File: src/rtl/tcw_pkg.sv
// Shared types and constants of the text console character writer.
`default_nettype none

package tcw_pkg;

  // Default geometry
  localparam int unsigned COLUMNS_DEF   = 80;
  localparam int unsigned ROWS_DEF      = 25;
  localparam int unsigned TERMINALS_DEF = 3;

  // Command queue depth between front and back
  localparam int unsigned FIFO_DEPTH = 2;

  // Port field widths
  localparam int unsigned TERM_W = 2;
  localparam int unsigned CHAR_W = 8;
  localparam int unsigned RROW_W = 5;
  localparam int unsigned RCOL_W = 7;
  localparam int unsigned CCOL_W = 7;
  localparam int unsigned CROW_W = 5;

  localparam logic [CHAR_W-1:0] CH_NEWLINE = 8'd10;
  localparam logic [CHAR_W-1:0] CH_RETURN  = 8'd13;
  localparam logic [CHAR_W-1:0] CH_SPACE   = 8'd32;

  localparam logic OP_PUT  = 1'b0;
  localparam logic OP_READ = 1'b1;

  typedef enum logic [2:0] {
    KIND_IGNORE,
    KIND_NEWLINE,
    KIND_PUT,
    KIND_READ,
    KIND_READ_OOR
  } kind_e;

  typedef struct packed {
    kind_e             kind;
    logic [TERM_W-1:0] term;
    logic [CHAR_W-1:0] ch;
    logic [RROW_W-1:0] rrow;
    logic [RCOL_W-1:0] rcol;
  } cmd_t;

endpackage

`default_nettype wire

File: src/rtl/tcw_fifo.sv
// Short command queue between front end and back end.
`default_nettype none

module tcw_fifo import tcw_pkg::*; #(
  parameter int unsigned DEPTH = FIFO_DEPTH
) (
  input  logic clk_i,
  input  logic rst_ni,
  input  logic push_i,
  input  cmd_t data_i,
  output logic ready_o,
  input  logic pop_i,
  output logic valid_o,
  output cmd_t data_o
);

  localparam int unsigned PW   = (DEPTH > 1) ? $clog2(DEPTH) : 1;
  localparam int unsigned CNTW = $clog2(DEPTH + 1);

  cmd_t             mem_q [DEPTH];
  logic [PW-1:0]    wr_ptr_q, rd_ptr_q;
  logic [CNTW-1:0]  count_q;

  assign ready_o = (count_q != CNTW'(DEPTH));
  assign valid_o = (count_q != '0);
  assign data_o  = mem_q[rd_ptr_q];

  always_ff @(posedge clk_i) begin
    if (push_i) begin
      mem_q[wr_ptr_q] <= data_i;
    end
  end

  always_ff @(posedge clk_i or negedge rst_ni) begin
    if (!rst_ni) begin
      wr_ptr_q <= '0;
      rd_ptr_q <= '0;
      count_q  <= '0;
    end else begin
      if (push_i) begin
        wr_ptr_q <= (wr_ptr_q == PW'(DEPTH - 1)) ? '0 : wr_ptr_q + 1'b1;
      end
      if (pop_i) begin
        rd_ptr_q <= (rd_ptr_q == PW'(DEPTH - 1)) ? '0 : rd_ptr_q + 1'b1;
      end
      unique case ({push_i, pop_i})
        2'b10:   count_q <= count_q + 1'b1;
        2'b01:   count_q <= count_q - 1'b1;
        default: count_q <= count_q;
      endcase
    end
  end

endmodule

`default_nettype wire

File: config.mk
export PLATFORM = sky130hd
export DESIGN_NAME = tcw_fifo
export DESIGN_NICKNAME = d
export VERILOG_FILES = /design/src/rtl/tcw_pkg.sv /design/src/rtl/tcw_fifo.sv
export SDC_FILE = /design/constraint.sdc
export NUM_CORES = 1
export LEC_CHECK = 0
export ABC_AREA = 1
export BUFFER_PORTS_ARGS = -buffer_cell sky130_fd_sc_hd__clkbuf_2
export CORE_MARGIN = 1
export CORE_UTILIZATION = 46
export CTS_BUF_LIST = sky130_fd_sc_hd__clkbuf_8
export CTS_CLUSTER_SIZE = 40
export DETAILED_ROUTE_END_ITERATION = 10
export GPL_TIMING_DRIVEN = 1
export PLACE_DENSITY = 0.7
export SYNTH_ARGS = -nofsm -noshare
export SYNTH_HDL_FRONTEND = slang
export SYNTH_SLANG_ARGS = --single-unit
File: constraint.sdc
create_clock -name clk_i -period 2.4 [get_ports clk_i]
set_clock_uncertainty 0.1 [all_clocks]
set_input_delay 0.12 -clock clk_i [delete_from_list [all_inputs] [get_ports clk_i]]
set_output_delay 0.12 -clock clk_i [all_outputs]
set_load 0.005 [all_outputs]
# Yosys cells after proc, flatten, opt, wreduce, memory -nomap -nowiden
# Memory sizes are Yosys's and may differ from the RTL's.
# Index checks and enable logic that the tools add are counted.
[classes] n_addsub=4 n_reduce_logical=2 mux=5 eq_ne=3
[ops] cell="1-bit 2-to-1 mux" count=4
[ops] cell="2-bit one-hot mux with 2 select lines" count=1
[ops] cell="2-bit nonzero test" count=2
[ops] cell="1-bit adder (second input constant)" count=2
[ops] cell="2-bit by 1-bit adder with 2-bit output (second input constant)" count=1
[ops] cell="2-bit by 1-bit == test with 1-bit output (second input constant)" count=1
[ops] cell="2-bit == test (second input constant)" count=1
[ops] cell="2-bit inequality test (second input constant)" count=1
[ops] cell="2-bit by 1-bit subtractor with 2-bit output (second input constant)" count=1
[word_totals] wordCells=18 memories=1 out_inout_bits=27 input_bits=29 ram_bits=50 reg_bits=4
[mem_list] name="mem_q" words=2 word_bits=25 rd=1 rd_clocked_by_memory_dff=0 wr=1 line="tcw_fifo.sv:20" text="cmd_t mem_q [DEPTH];"

# Logic depth before layout (Yosys ltp)
[depth] ltp_word=2 depth_mapped=7

# Worst setup path before layout
# Ideal clock, no wire load.
[synth_path] kind="reg-to-reg" start="reg wr_ptr_q" end="mem mem_q[0][0] (netlist name) (enable)" setup_slack_ps=417 arrival_time_ps=1476 setup_time_ps=407 stages_incl_launch_ff=2 period_less_slack_ps=1983 path_buffers=0 path_cell_list="dfrtp_1 > nor2_1"
[synth_lines] item="start, declared" line="tcw_fifo.sv:21" text="logic [PW-1:0] wr_ptr_q, rd_ptr_q;"
[synth_lines] item="start signal, assigned" line="tcw_fifo.sv:41" text="wr_ptr_q <= (wr_ptr_q == PW'(DEPTH - 1)) ? '0 : wr_ptr_q + 1'b1;"
[synth_lines] item="end, declared" line="tcw_fifo.sv:20"
# Straight into the memory's write port.

==> flow_metrics.tcl <==
set metrics [dict create \
    outcome "finished, violations left" \
    violations "DRC" \
    grt_pass1_vias 1408 \
    wl_per_cell_um 12.12 \
    viasPerCell 4.532 \
    vias 1346 \
    drv_slew 0 \
    final_cells 297 \
    drt_iter0_drc 64 \
    busiest_layer "met2" \
    synthTopCellsByArea "edfxtp_1, o21ai_2, nand2_1, inv_1, dfrtp_1" \
    yosysUniqueCellTypes 13 \
    core-area_um2 4474 \
    cp_max_fo 23 \
    ys_warn_count 0 \
    gr-usage-met2 0.2857 \
    crit_type "reg -> out" \
    synth-async-reset-ratio 0.07407 \
    die_h_um 71.23 \
    cpLargestDelayFamily "flip-flops" \
    post-synth-top-count-cell "edfxtp_1" \
    drc 5 \
    setup_tns_ns 0 \
    fp.dieW_um 71.23 \
    cts_tree "done" \
    ant_nets 0 \
    p_per_area_nw_per_um2 966.4 \
    maxSlewHeadroom 0.6973 \
    setup_viol 0 \
    grt_usage 0.1619 \
    end_kind "primary output" \
    clock_path_buffers 2 \
    grt_first_pass_wirelength_um 6154 \
    multi_input_area_um2 395.4 \
    hp-class "in -> async" \
    ioPinCount 56 \
    path_buf_inv 2 \
    hold_slack_ns 0.06115 \
    path_cells "buf_4 -> nand2_1 -> o21ai_2 -> clkbuf_2" \
    grt_start_max_net_pins 24 \
    insertion_delay_ns 0.29 \
    seqCellArea_um2 1603 \
    yosysTopAreaCell "edfxtp_1" \
    overflow 0 \
    use_met3 0.04219 \
    clk_pin_slew_worst_paths_ns 0.09 \
    fin_nets 274 \
    ys_seq_area_frac 0.7264 \
    critPathMaxStageDelay_ns 0.61 \
    wirelength_um 3601 \
    ys.flop_type "edfxtp_1" \
    synth-seq-cells 54 \
    start_util 0.4927 \
    p_leak_nw 1.265 \
    synthCells 155 \
    cp_slowest_cell "dfrtp_2" \
    antennaDiodeCount 0 \
    area_growth_pct 29.51 \
    yosys.area.top_type_share 0.6810 \
    syn_area_um2 2205 \
    ir_drop_mv 0.5701 \
    port_buffers 55 \
    post_cts.repair.setup_buffers 0 \
    num_rows 24 \
    cts_root_buf "clkbuf_8" \
    hpwl_um 2489 \
    worstSetupStartpointType "flop" \
    drive_above_1_share 0.3837 \
    drv_cap 0 \
    place_inst 261 \
    num-fill-cells 337 \
    fmax_mhz 550.0 \
    dieArea_um2 5074 \
    use_met1 0.1920 \
    synth_edf_count 50 \
    firstDrtPassIters 6 \
    hold_viol_final 0 \
    cts_made_buffers 5 \
    antenna_found_initial 0 \
    gp_congestion 0.7255 \
    netlist_top_cells_count "edfxtp_1, nand2_1, inv_1" \
    worstPathArrival_ns 1.60 \
    cp.required_ns 2.18 \
    worstMarginPinSlew_ns 0.4536 \
    avgSynthCellArea_um2 14.22 \
    rsz0062_at_grt "false" \
    h-tree-depth 2 \
    finalCriticalPeriod_ns 1.818 \
    total_power_mw 2.759 \
    numClockSinks 54 \
    fin_crit_sh 0.7576 \
    synth.net_count 185 \
]
cell type report:
cell class | instances | area share
timing repair buffer | 88 | 0.2077
clock buffer | 5 | 0.02410
sequential | 54 | 0.5614
tap | 52 | 0.02279
clock inverter | 3 | 0.004820
inverter | 31 | 0.04075
multi-input combinational | 64 | 0.1385
cells by family after synthesis:
| group | share of synthesized area |
|---|---|
| compound gates | 0.09932 |
| xor+xnor | 0.01192 |
| fa+ha+maj | 0.005674 |
| buf+inv | 0.09535 |
| flops | 0.7264 |
| simple gates | 0.06129 |
metrics by stage:
stage | utilization | setup slack (ns) | area, µm²
after CTS | 0.6381 | 0.5578 | 2855
after global placement | 0.5570 | 0.9089 | 2492
after floorplan | - | 0.4172 | 2205
final | 0.6381 | 0.5818 | 2855
after global routing | 0.6381 | 0.4291 | 2855
after detailed placement | 0.5570 | 0.8563 | 2492
timing repair:
item | CTS | global route
hold endpoints to repair | 56 | 0
hold buffers | 28 | 0
gates resized for setup | 0 | 0
sequential cells by signal, indices dropped and copies added, names as in the netlist:
signal	count
mem_q	50
count_q	2
wr_ptr_q	1
rd_ptr_q	1
where the power goes:
part	total (mW)	switching (mW)	internal, mW
Clock	0.470	0.271	0.198
Sequential	1.37	0.111	1.26
Combinational	0.923	0.511	0.412
metal layers:
| metal | vias to the layer above | wire (µm) | share of wire |
|---|---|---|---|
| met5 | - | 0 | 0 |
| met3 | 7 | 154 | 0.043 |
| li1 | 693 | - | - |
| met2 | 37 | 1850 | 0.51 |
| met4 | 0 | 51 | 0.014 |
| met1 | 609 | 1544 | 0.43 |
cells in the final DEF, fill, tap and decap left out:
cell type      netlist  final
edfxtp_1            50     50
inv_1               31     32
dlygate4sd3_1        0     28
ha_1                 1      1
dfrtp_2              0      1
xor2_1               2      2
nand2_1             32     32
nand3_1              1      1
dfrtp_1              4      3
clkinv_2             0      2
xnor2_1              1      1
clkbuf_8             0      5
buf_4                0      5
clkbuf_2             0     55
nand4_1              1      1
o21ai_2             25     25
nor2_2               0      1
worst paths after layout:
| check | from | cells past startpoint | to | slack (ns) |
|---|---|---|---|---|
| worst max register to register | wr_ptr_q$_DFFE_PN0P_ | 3 | mem_q[1][7]$_DFFE_PP_ | 0.87 |
| worst max-delay path | rd_ptr_q$_DFFE_PN0P_ | 4 | data_o[1] | 0.58 |
| worst min-delay path | rst_ni | 2 | count_q[1]$_DFFE_PN0P_ | 0.06 |
| max in group asynchronous | rst_ni | 2 | rd_ptr_q$_DFFE_PN0P_ | 2.00 |
| worst min register to register | count_q[1]$_DFFE_PN0P_ | 2 | count_q[1]$_DFFE_PN0P_ | 0.40 |
| min in group clk_i | count_q[1]$_DFFE_PN0P_ | 2 | count_q[1]$_DFFE_PN0P_ | 0.40 |
worst register-to-register path, delay by kind of cell, from the launching register on:
family                 cells  cell delay, ns
buffers and inverters      2            0.65
flip-flops                 1            0.40
AND/OR/NAND/NOR            1            0.06
No activity file was read; power rests on OpenSTA's default activity.
