$ cat src/rtl/tcw_pkg.sv
// Shared types and constants of the text console character writer.
`default_nettype none

package tcw_pkg;

  // Default geometry
  localparam int unsigned COLUMNS_DEF   = 80;
  localparam int unsigned ROWS_DEF      = 25;
  localparam int unsigned TERMINALS_DEF = 3;

  // Command queue depth between front and back
  localparam int unsigned FIFO_DEPTH = 2;

  // Port field widths
  localparam int unsigned TERM_W = 2;
  localparam int unsigned CHAR_W = 8;
  localparam int unsigned RROW_W = 5;
  localparam int unsigned RCOL_W = 7;
  localparam int unsigned CCOL_W = 7;
  localparam int unsigned CROW_W = 5;

  localparam logic [CHAR_W-1:0] CH_NEWLINE = 8'd10;
  localparam logic [CHAR_W-1:0] CH_RETURN  = 8'd13;
  localparam logic [CHAR_W-1:0] CH_SPACE   = 8'd32;

  localparam logic OP_PUT  = 1'b0;
  localparam logic OP_READ = 1'b1;

  typedef enum logic [2:0] {
    KIND_IGNORE,
    KIND_NEWLINE,
    KIND_PUT,
    KIND_READ,
    KIND_READ_OOR
  } kind_e;

  typedef struct packed {
    kind_e             kind;
    logic [TERM_W-1:0] term;
    logic [CHAR_W-1:0] ch;
    logic [RROW_W-1:0] rrow;
    logic [RCOL_W-1:0] rcol;
  } cmd_t;

endpackage

`default_nettype wire

$ cat src/rtl/tcw_front.sv
// Front end: accepts input items and classifies them into commands.
`default_nettype none

module tcw_front import tcw_pkg::*; #(
  parameter int unsigned COLUMNS   = COLUMNS_DEF,
  parameter int unsigned ROWS      = ROWS_DEF,
  parameter int unsigned TERMINALS = TERMINALS_DEF
) (
  input  logic              in_valid_i,
  output logic              in_ready_o,
  input  logic              opcode_i,
  input  logic [TERM_W-1:0] terminal_i,
  input  logic [CHAR_W-1:0] character_i,
  input  logic [RROW_W-1:0] read_row_i,
  input  logic [RCOL_W-1:0] read_col_i,
  input  logic              fifo_ready_i,
  output logic              push_o,
  output cmd_t              cmd_o
);

  always_comb begin
    cmd_o.term = terminal_i;
    cmd_o.ch   = character_i;
    cmd_o.rrow = read_row_i;
    cmd_o.rcol = read_col_i;
    priority if (32'(terminal_i) >= TERMINALS) begin
      cmd_o.kind = KIND_IGNORE;
    end else if (opcode_i == OP_READ) begin
      if (32'(read_row_i) >= ROWS || 32'(read_col_i) >= COLUMNS) begin
        cmd_o.kind = KIND_READ_OOR;
      end else begin
        cmd_o.kind = KIND_READ;
      end
    end else if (character_i == CH_NEWLINE || character_i == CH_RETURN) begin
      cmd_o.kind = KIND_NEWLINE;
    end else begin
      cmd_o.kind = KIND_PUT;
    end
  end

  assign in_ready_o = fifo_ready_i;
  assign push_o     = in_valid_i && fifo_ready_i;

endmodule

`default_nettype wire

$ cat config.mk
export PLATFORM = sky130hd
export DESIGN_NAME = tcw_front
export DESIGN_NICKNAME = d
export VERILOG_FILES = /design/src/rtl/tcw_pkg.sv /design/src/rtl/tcw_front.sv
export SDC_FILE = /design/constraint.sdc
export NUM_CORES = 1
export LEC_CHECK = 0
export ABC_AREA = 1
export BUFFER_PORTS_ARGS = -buffer_cell sky130_fd_sc_hd__buf_4
export CAP_MARGIN = 30
export CELL_PAD_IN_SITES_DETAIL_PLACEMENT = 2
export CELL_PAD_IN_SITES_GLOBAL_PLACEMENT = 2
export CORE_ASPECT_RATIO = 0.75
export CORE_UTILIZATION = 10
export DETAILED_ROUTE_END_ITERATION = 10
export MAX_ROUTING_LAYER = met4
export PLACE_DENSITY = 0.79
export SYNTH_ARGS = -nofsm -noshare
export SYNTH_HDL_FRONTEND = slang
export SYNTH_SLANG_ARGS = --single-unit
$ cat constraint.sdc
create_clock -name vclk -period 0.8
set_input_delay 0.04 -clock vclk [all_inputs]
set_output_delay 0.04 -clock vclk [all_outputs]
set_load 0.01 [all_outputs]
# After elaboration in Yosys (flattened, before gate mapping)
# Index checks and enable logic that the tools add are counted.
# op_classes
reduce_logical,3
n_mux,4
div,0
order_cmp,3
n_shift,0
n_eq_ne,2
n_addsub,0
bitwise,0
multipliers,0
# op_table
op,count
8-bit by 4-bit == test with 1-bit output (second input constant),2
3-bit 2-to-1 mux,3
7-bit >= comparator (second input constant),1
5-bit >= comparator (second input constant),1
2-bit >= comparator (second input constant),1
1-bit logical OR,2
2-bit 2-to-1 mux,1
1-bit logical AND,1
# word_totals
register_bits,0
mem_bits_ro,0
ramBits,0
mem_count,0
input_bits,25
latchBits,0
word_cells,12
output_inout_bits,27

# Logic depth before layout (Yosys ltp)
# Gate-level depths: netlist of run 1.
# logic_depth
word_depth,5
ltp_mapped,7
depth_no_buf,7

# Least setup slack after synthesis of run 1
# Ideal clock, no wire load.
# synth_path
path_type,input to output
from,in character_i[5]
to,out cmd_o[22] (netlist name)
n_path_buf,0
path_slack_ps,146
arrival_ps,614
required_ps,760
stages,4
cell_sequence,or2_0 > nor2_2 > a21oi_1 > nor2_1
# synth_lines
item,line,text
from (decl),tcw_front.sv:13,"input logic [CHAR_W-1:0] character_i,"
to (decl),tcw_front.sv:18,output cmd_t cmd_o

==> out/metrics.cfg, run 1 <==
[global_route]
grt_max_degree=4
antenna_found_initial=0
gr-total-overflow=0
grt_first_pass_wirelength_um=1476
grt_pass1_vias=324
grt_usage=0.05785

[cells_and_area]
fillerInstances=327
fin_cells=111
final_util=0.2079
clkbuf_count=0
regArea_um2=0
drive_above_1_share=0.7200
finalInstanceArea_um2=561.8
nFlopsAndLatches=0
final_nets=102
antennaDiodeCount=0
area_growth_pct=91.88

[floorplan]
io_pins=52
die_y_um=48.86
coreArea_um2=2703
initial_utilization=0.1083
die-area_um2=3150
die_x_um=64.48
row_count=16

[synthesis]
synth_top_area_frac=0.5897
ys_top_cells_by_area=buf_4 59%, nand2_1 14%, inv_1 7.7%
yosysMostFrequentCell=buf_4
synth_cells=52
synth.distinct_cells=9
synth_nets=77
synth-warning-count=0
ys_seq_area_frac=0
netlist_area_um2=292.8
netlist.top_cell.by_area=buf_4
syn_area_per_cell_um2=5.630
synth_top_cells_by_count=23 x buf_4, 11 x nand2_1, 6 x inv_1

[worst_setup_path]
arrival_ns=0.81
end_kind=output port
crit_path_start_kind=input port
critPathMaxFanout=2
setup.worst_path.class=input port to output port
crit_required_ns=0.76

[timing]
fmax_mhz=1179
setup_viol=1
drv_slew=0
fin_crit_sh=1.060
hold_ws_ns=0.08000
relSlewSlack=0.9260
finalSetupTns_ns=-0.04811
fin_ws_ns=-0.04811
period_needed_ns=0.8481
worst_slew_pin_slew_ns=0.1102
hold_violations=0
rsz0062_at_grt=yes

[routing]
wl_per_cell_um=9.351
routedLengthMet1_um=326
drtPass1Iterations=3
routed_via_density=3.324
highest_layer=met3
wl_met2_um=668
vias=369
drc=0
wl_met3_um=42
wl_um=1038
final_antenna_net_count=0
drtIter0Drc=2

[status]
run_status=finished with violations
violations=setup timing

[worst_hold_path]
hold_start=read_col_i[2]
holdPathStages=0
min_path_type=input port to output port
holdPathEnd=cmd_o[2]

[clocking]
cts_hold_buffers=0

[pwr]
ir_drop_v=0.00007267
p_per_area_nw_per_um2=544.9
p_leak_nw=0.3159
power_uw=306.1

[job]
maxCapViolCount=0

[placed_design]
globalplace.congestion=0.5486
placedInstanceArea_um2=503.0
dpl_worst_slack_ns=-0.08301
dp.cells=110
portBuffers=44

repair_timing:
action,4_1_cts,5_1_grt
resized for setup,6,12
pin swaps,10,7
endpoints found under the setup margin,3,3
buffers inserted,1,0
routing by layer:
layer / global-route usage / vias to the layer above
li1: - / 179
met1: 0.06528 / 179
met2: 0.1175 / 11
met3: 0 / 0
met4: 0.003704 / 0
met5: - / -
logic make-up after synthesis:
group / count (synthesis) / synth area share
buf+inv: 29 / 0.6667
simple gates: 20 / 0.2821
compound gates: 3 / 0.05127
critical path: stages:
cell	delay, ns
buf_6	0.09
or2_1	0.23
nor2_2	0.10
nand2_1	0.06
nor2_1	0.10
nor2_1	0.05
buf_4	0.13
cell usage in the layout, fill, tap and decap left out:
master   count
buf_4       38
nand2_1      8
buf_6        8
inv_1        5
nor2_1       3
nand2_2      3
nor2_2       2
nand3_1      2
or2_1        1
nor2_4       1
inv_2        1
o21ai_1      1
a21oi_1      1
a21oi_2      1
worst max-delay path by stage:
stage,to,from,depth (start not counted)
finish,cmd_o[23],character_i[4],7
global route,cmd_o[23],character_i[4],7
CTS,cmd_o[23],character_i[4],7
detailed placement,cmd_o[23],character_i[5],7
global placement,cmd_o[23],character_i[5],7
floorplan,cmd_o[22],character_i[5],4
where the power goes:
group          internal, mW  switching, mW  total, mW
Sequential                0              0          0
Clock                     0              0          0
Combinational         0.183          0.124      0.306
Total                 0.183          0.124      0.306
cell type report:
class / count / area, µm² / share of cell area
inverter: 6 / 22.52 / 0.04009
multi-input combinational: 23 / 118.9 / 0.2116
tap: 36 / 45.04 / 0.08018
timing repair buffer: 46 / 375.4 / 0.6682
Note: power is estimated with default switching activity, not from simulation.
==> run 2, diff against run 1 <==
--- a/config.mk
+++ b/config.mk
@@ -15,6 +15,7 @@
 export DETAILED_ROUTE_END_ITERATION = 10
 export MAX_ROUTING_LAYER = met4
 export PLACE_DENSITY = 0.79
+export RECOVER_POWER = 25
 export SYNTH_ARGS = -nofsm -noshare
 export SYNTH_HDL_FRONTEND = slang
 export SYNTH_SLANG_ARGS = --single-unit
==> run 2 against run 1 <==
  * The flow still finishes with violations (setup timing)
  * First-iteration DRC count unchanged
  * Combinational power down 1%
  * Via count unchanged
  * Wire length unchanged
  * Critical path type unchanged
  * Largest cell class unchanged
  * Highest routed layer unchanged
==> out/metrics.cfg, run 2 (synthesis gave the netlist of run 1 again) <==
[status]
run_status=finished with violations
violations=setup timing

[worst_hold_path]
min_path_type=input port to output port
holdPathStages=0  ; unchanged

[cells_and_area]
nFlopsAndLatches=0  ; unchanged
final_cell_mix=36 x buf_4, 8 x nand2_1, 8 x buf_6
area_growth_pct=89.32
antennaDiodeCount=0  ; unchanged
drive_above_1_share=0.6933  ; -0.02667
final_nets=102  ; unchanged
clkbuf_count=0  ; unchanged
final_common_cell=buf_4
regArea_um2=0  ; unchanged

[timing]
finalSetupTns_ns=-0.04811  ; unchanged
rsz0062_at_grt=yes
fmax_mhz=1179  ; unchanged
fin_crit_sh=1.060  ; unchanged
fin_ws_ns=-0.04811  ; unchanged
hold_violations=0  ; unchanged
drv_slew=0  ; unchanged
setup_viol=1  ; unchanged
period_needed_ns=0.8481  ; unchanged
relSlewSlack=0.9006  ; -0.02542
worst_slew_pin_slew_ns=0.1497  ; +0.03952 ns

[routing]
vias=369  ; unchanged
final_antenna_net_count=0  ; unchanged
drc=0  ; unchanged
routed_via_density=3.324  ; unchanged
drtIter0Drc=2  ; unchanged
drtPass1Iterations=3  ; unchanged
wl_per_cell_um=9.351  ; unchanged
wl_um=1038  ; unchanged

[floorplan]
io_pins=52  ; unchanged
coreArea_um2=2703  ; unchanged
die_y_um=48.86  ; unchanged
die-area_um2=3150  ; unchanged
initial_utilization=0.1083  ; unchanged
die_x_um=64.48  ; unchanged
row_count=16  ; unchanged

[worst_setup_path]
crit_path_start_kind=input port
crit_required_ns=0.76  ; about the same
critPathMaxFanout=2  ; unchanged
setup.worst_path.class=input port to output port
arrival_ns=0.81  ; about the same
end_kind=output port

[global_route]
grt_usage=0.05785  ; unchanged
antenna_found_initial=0  ; unchanged
grt_max_degree=4  ; unchanged
grt_first_pass_wirelength_um=1476  ; unchanged
grt_pass1_vias=324  ; unchanged
gr-total-overflow=0  ; unchanged

[clocking]
cts_hold_buffers=0  ; unchanged

[pwr]
ir_drop_v=0.00007266  ; about the same
p_per_area_nw_per_um2=544.7  ; about the same
p_leak_nw=0.3087  ; -2.3%

[placed_design]
portBuffers=44  ; unchanged
dpl_worst_slack_ns=-0.08301  ; unchanged
globalplace.congestion=0.5486  ; unchanged

[job]
maxCapViolCount=0  ; unchanged

run 2: cell types whose count changed in the layout (fill, tap and decap cells not counted):
cell      before  now
clkbuf_1       0    2
buf_4         38   36
run 2: repair_timing:
action | CTS | global route
hold endpoints to repair | 0 | 0
cloned | 0 | 0
pin swaps | 10 | 7
setup endpoints to repair | 3 | 3
resized for setup | 6 | 12
buffers inserted | 1 | 0
run 2: final timing paths:
path                        from  slack [ns]        end
setup / recovery  character_i[4]       -0.05  cmd_o[23]
hold / removal     read_col_i[2]        0.08   cmd_o[2]
run 2: metrics by stage:
stage / util / hold slack [ns] / area (µm²) / std cells / power, mW
5_1_grt: 0.2051 / 0.08003 / 554.3 / 111 / 0.3264
3_3_place_gp: 0.1861 / 0.08007 / 503.0 / 110 / 0.2684
4_1_cts: 0.1954 / 0.08007 / 528.0 / 111 / 0.2911
3_5_place_dp: 0.1861 / 0.08007 / 503.0 / 110 / 0.2781
2_1_floorplan: - / 0.1575 / 292.8 / 52 / 0.1611
6_report: 0.2051 / 0.08000 / 554.3 / 111 / 0.3019
run 2: worst max-delay path, cell delays in order:
cell and delay [ns]:
buf_6 0.09, or2_1 0.23, nor2_2 0.10, nand2_1 0.06
nor2_1 0.10, nor2_1 0.05, buf_4 0.13
run 2: routing by layer:
metal	track usage	vias up	routed length (µm)
met2	0.1175	11	667
met4	0.003704	0	0
met3	0	0	42
met5	-	-	0
li1	-	179	-
met1	0.06528	179	328
run 2: layout make-up:
cell class / count / area, µm²
multi-input cells: 23 / 118.9
well taps: 36 / 45.04
repair buffers: 46 / 367.9
inverters: 6 / 22.52
fillers: 330 / 2148
run 2: power breakdown:
part	total [mW]	switching [mW]	internal [mW]
clock	0	0	0
sequential	0	0	0
combinational	0.302	0.123	0.178
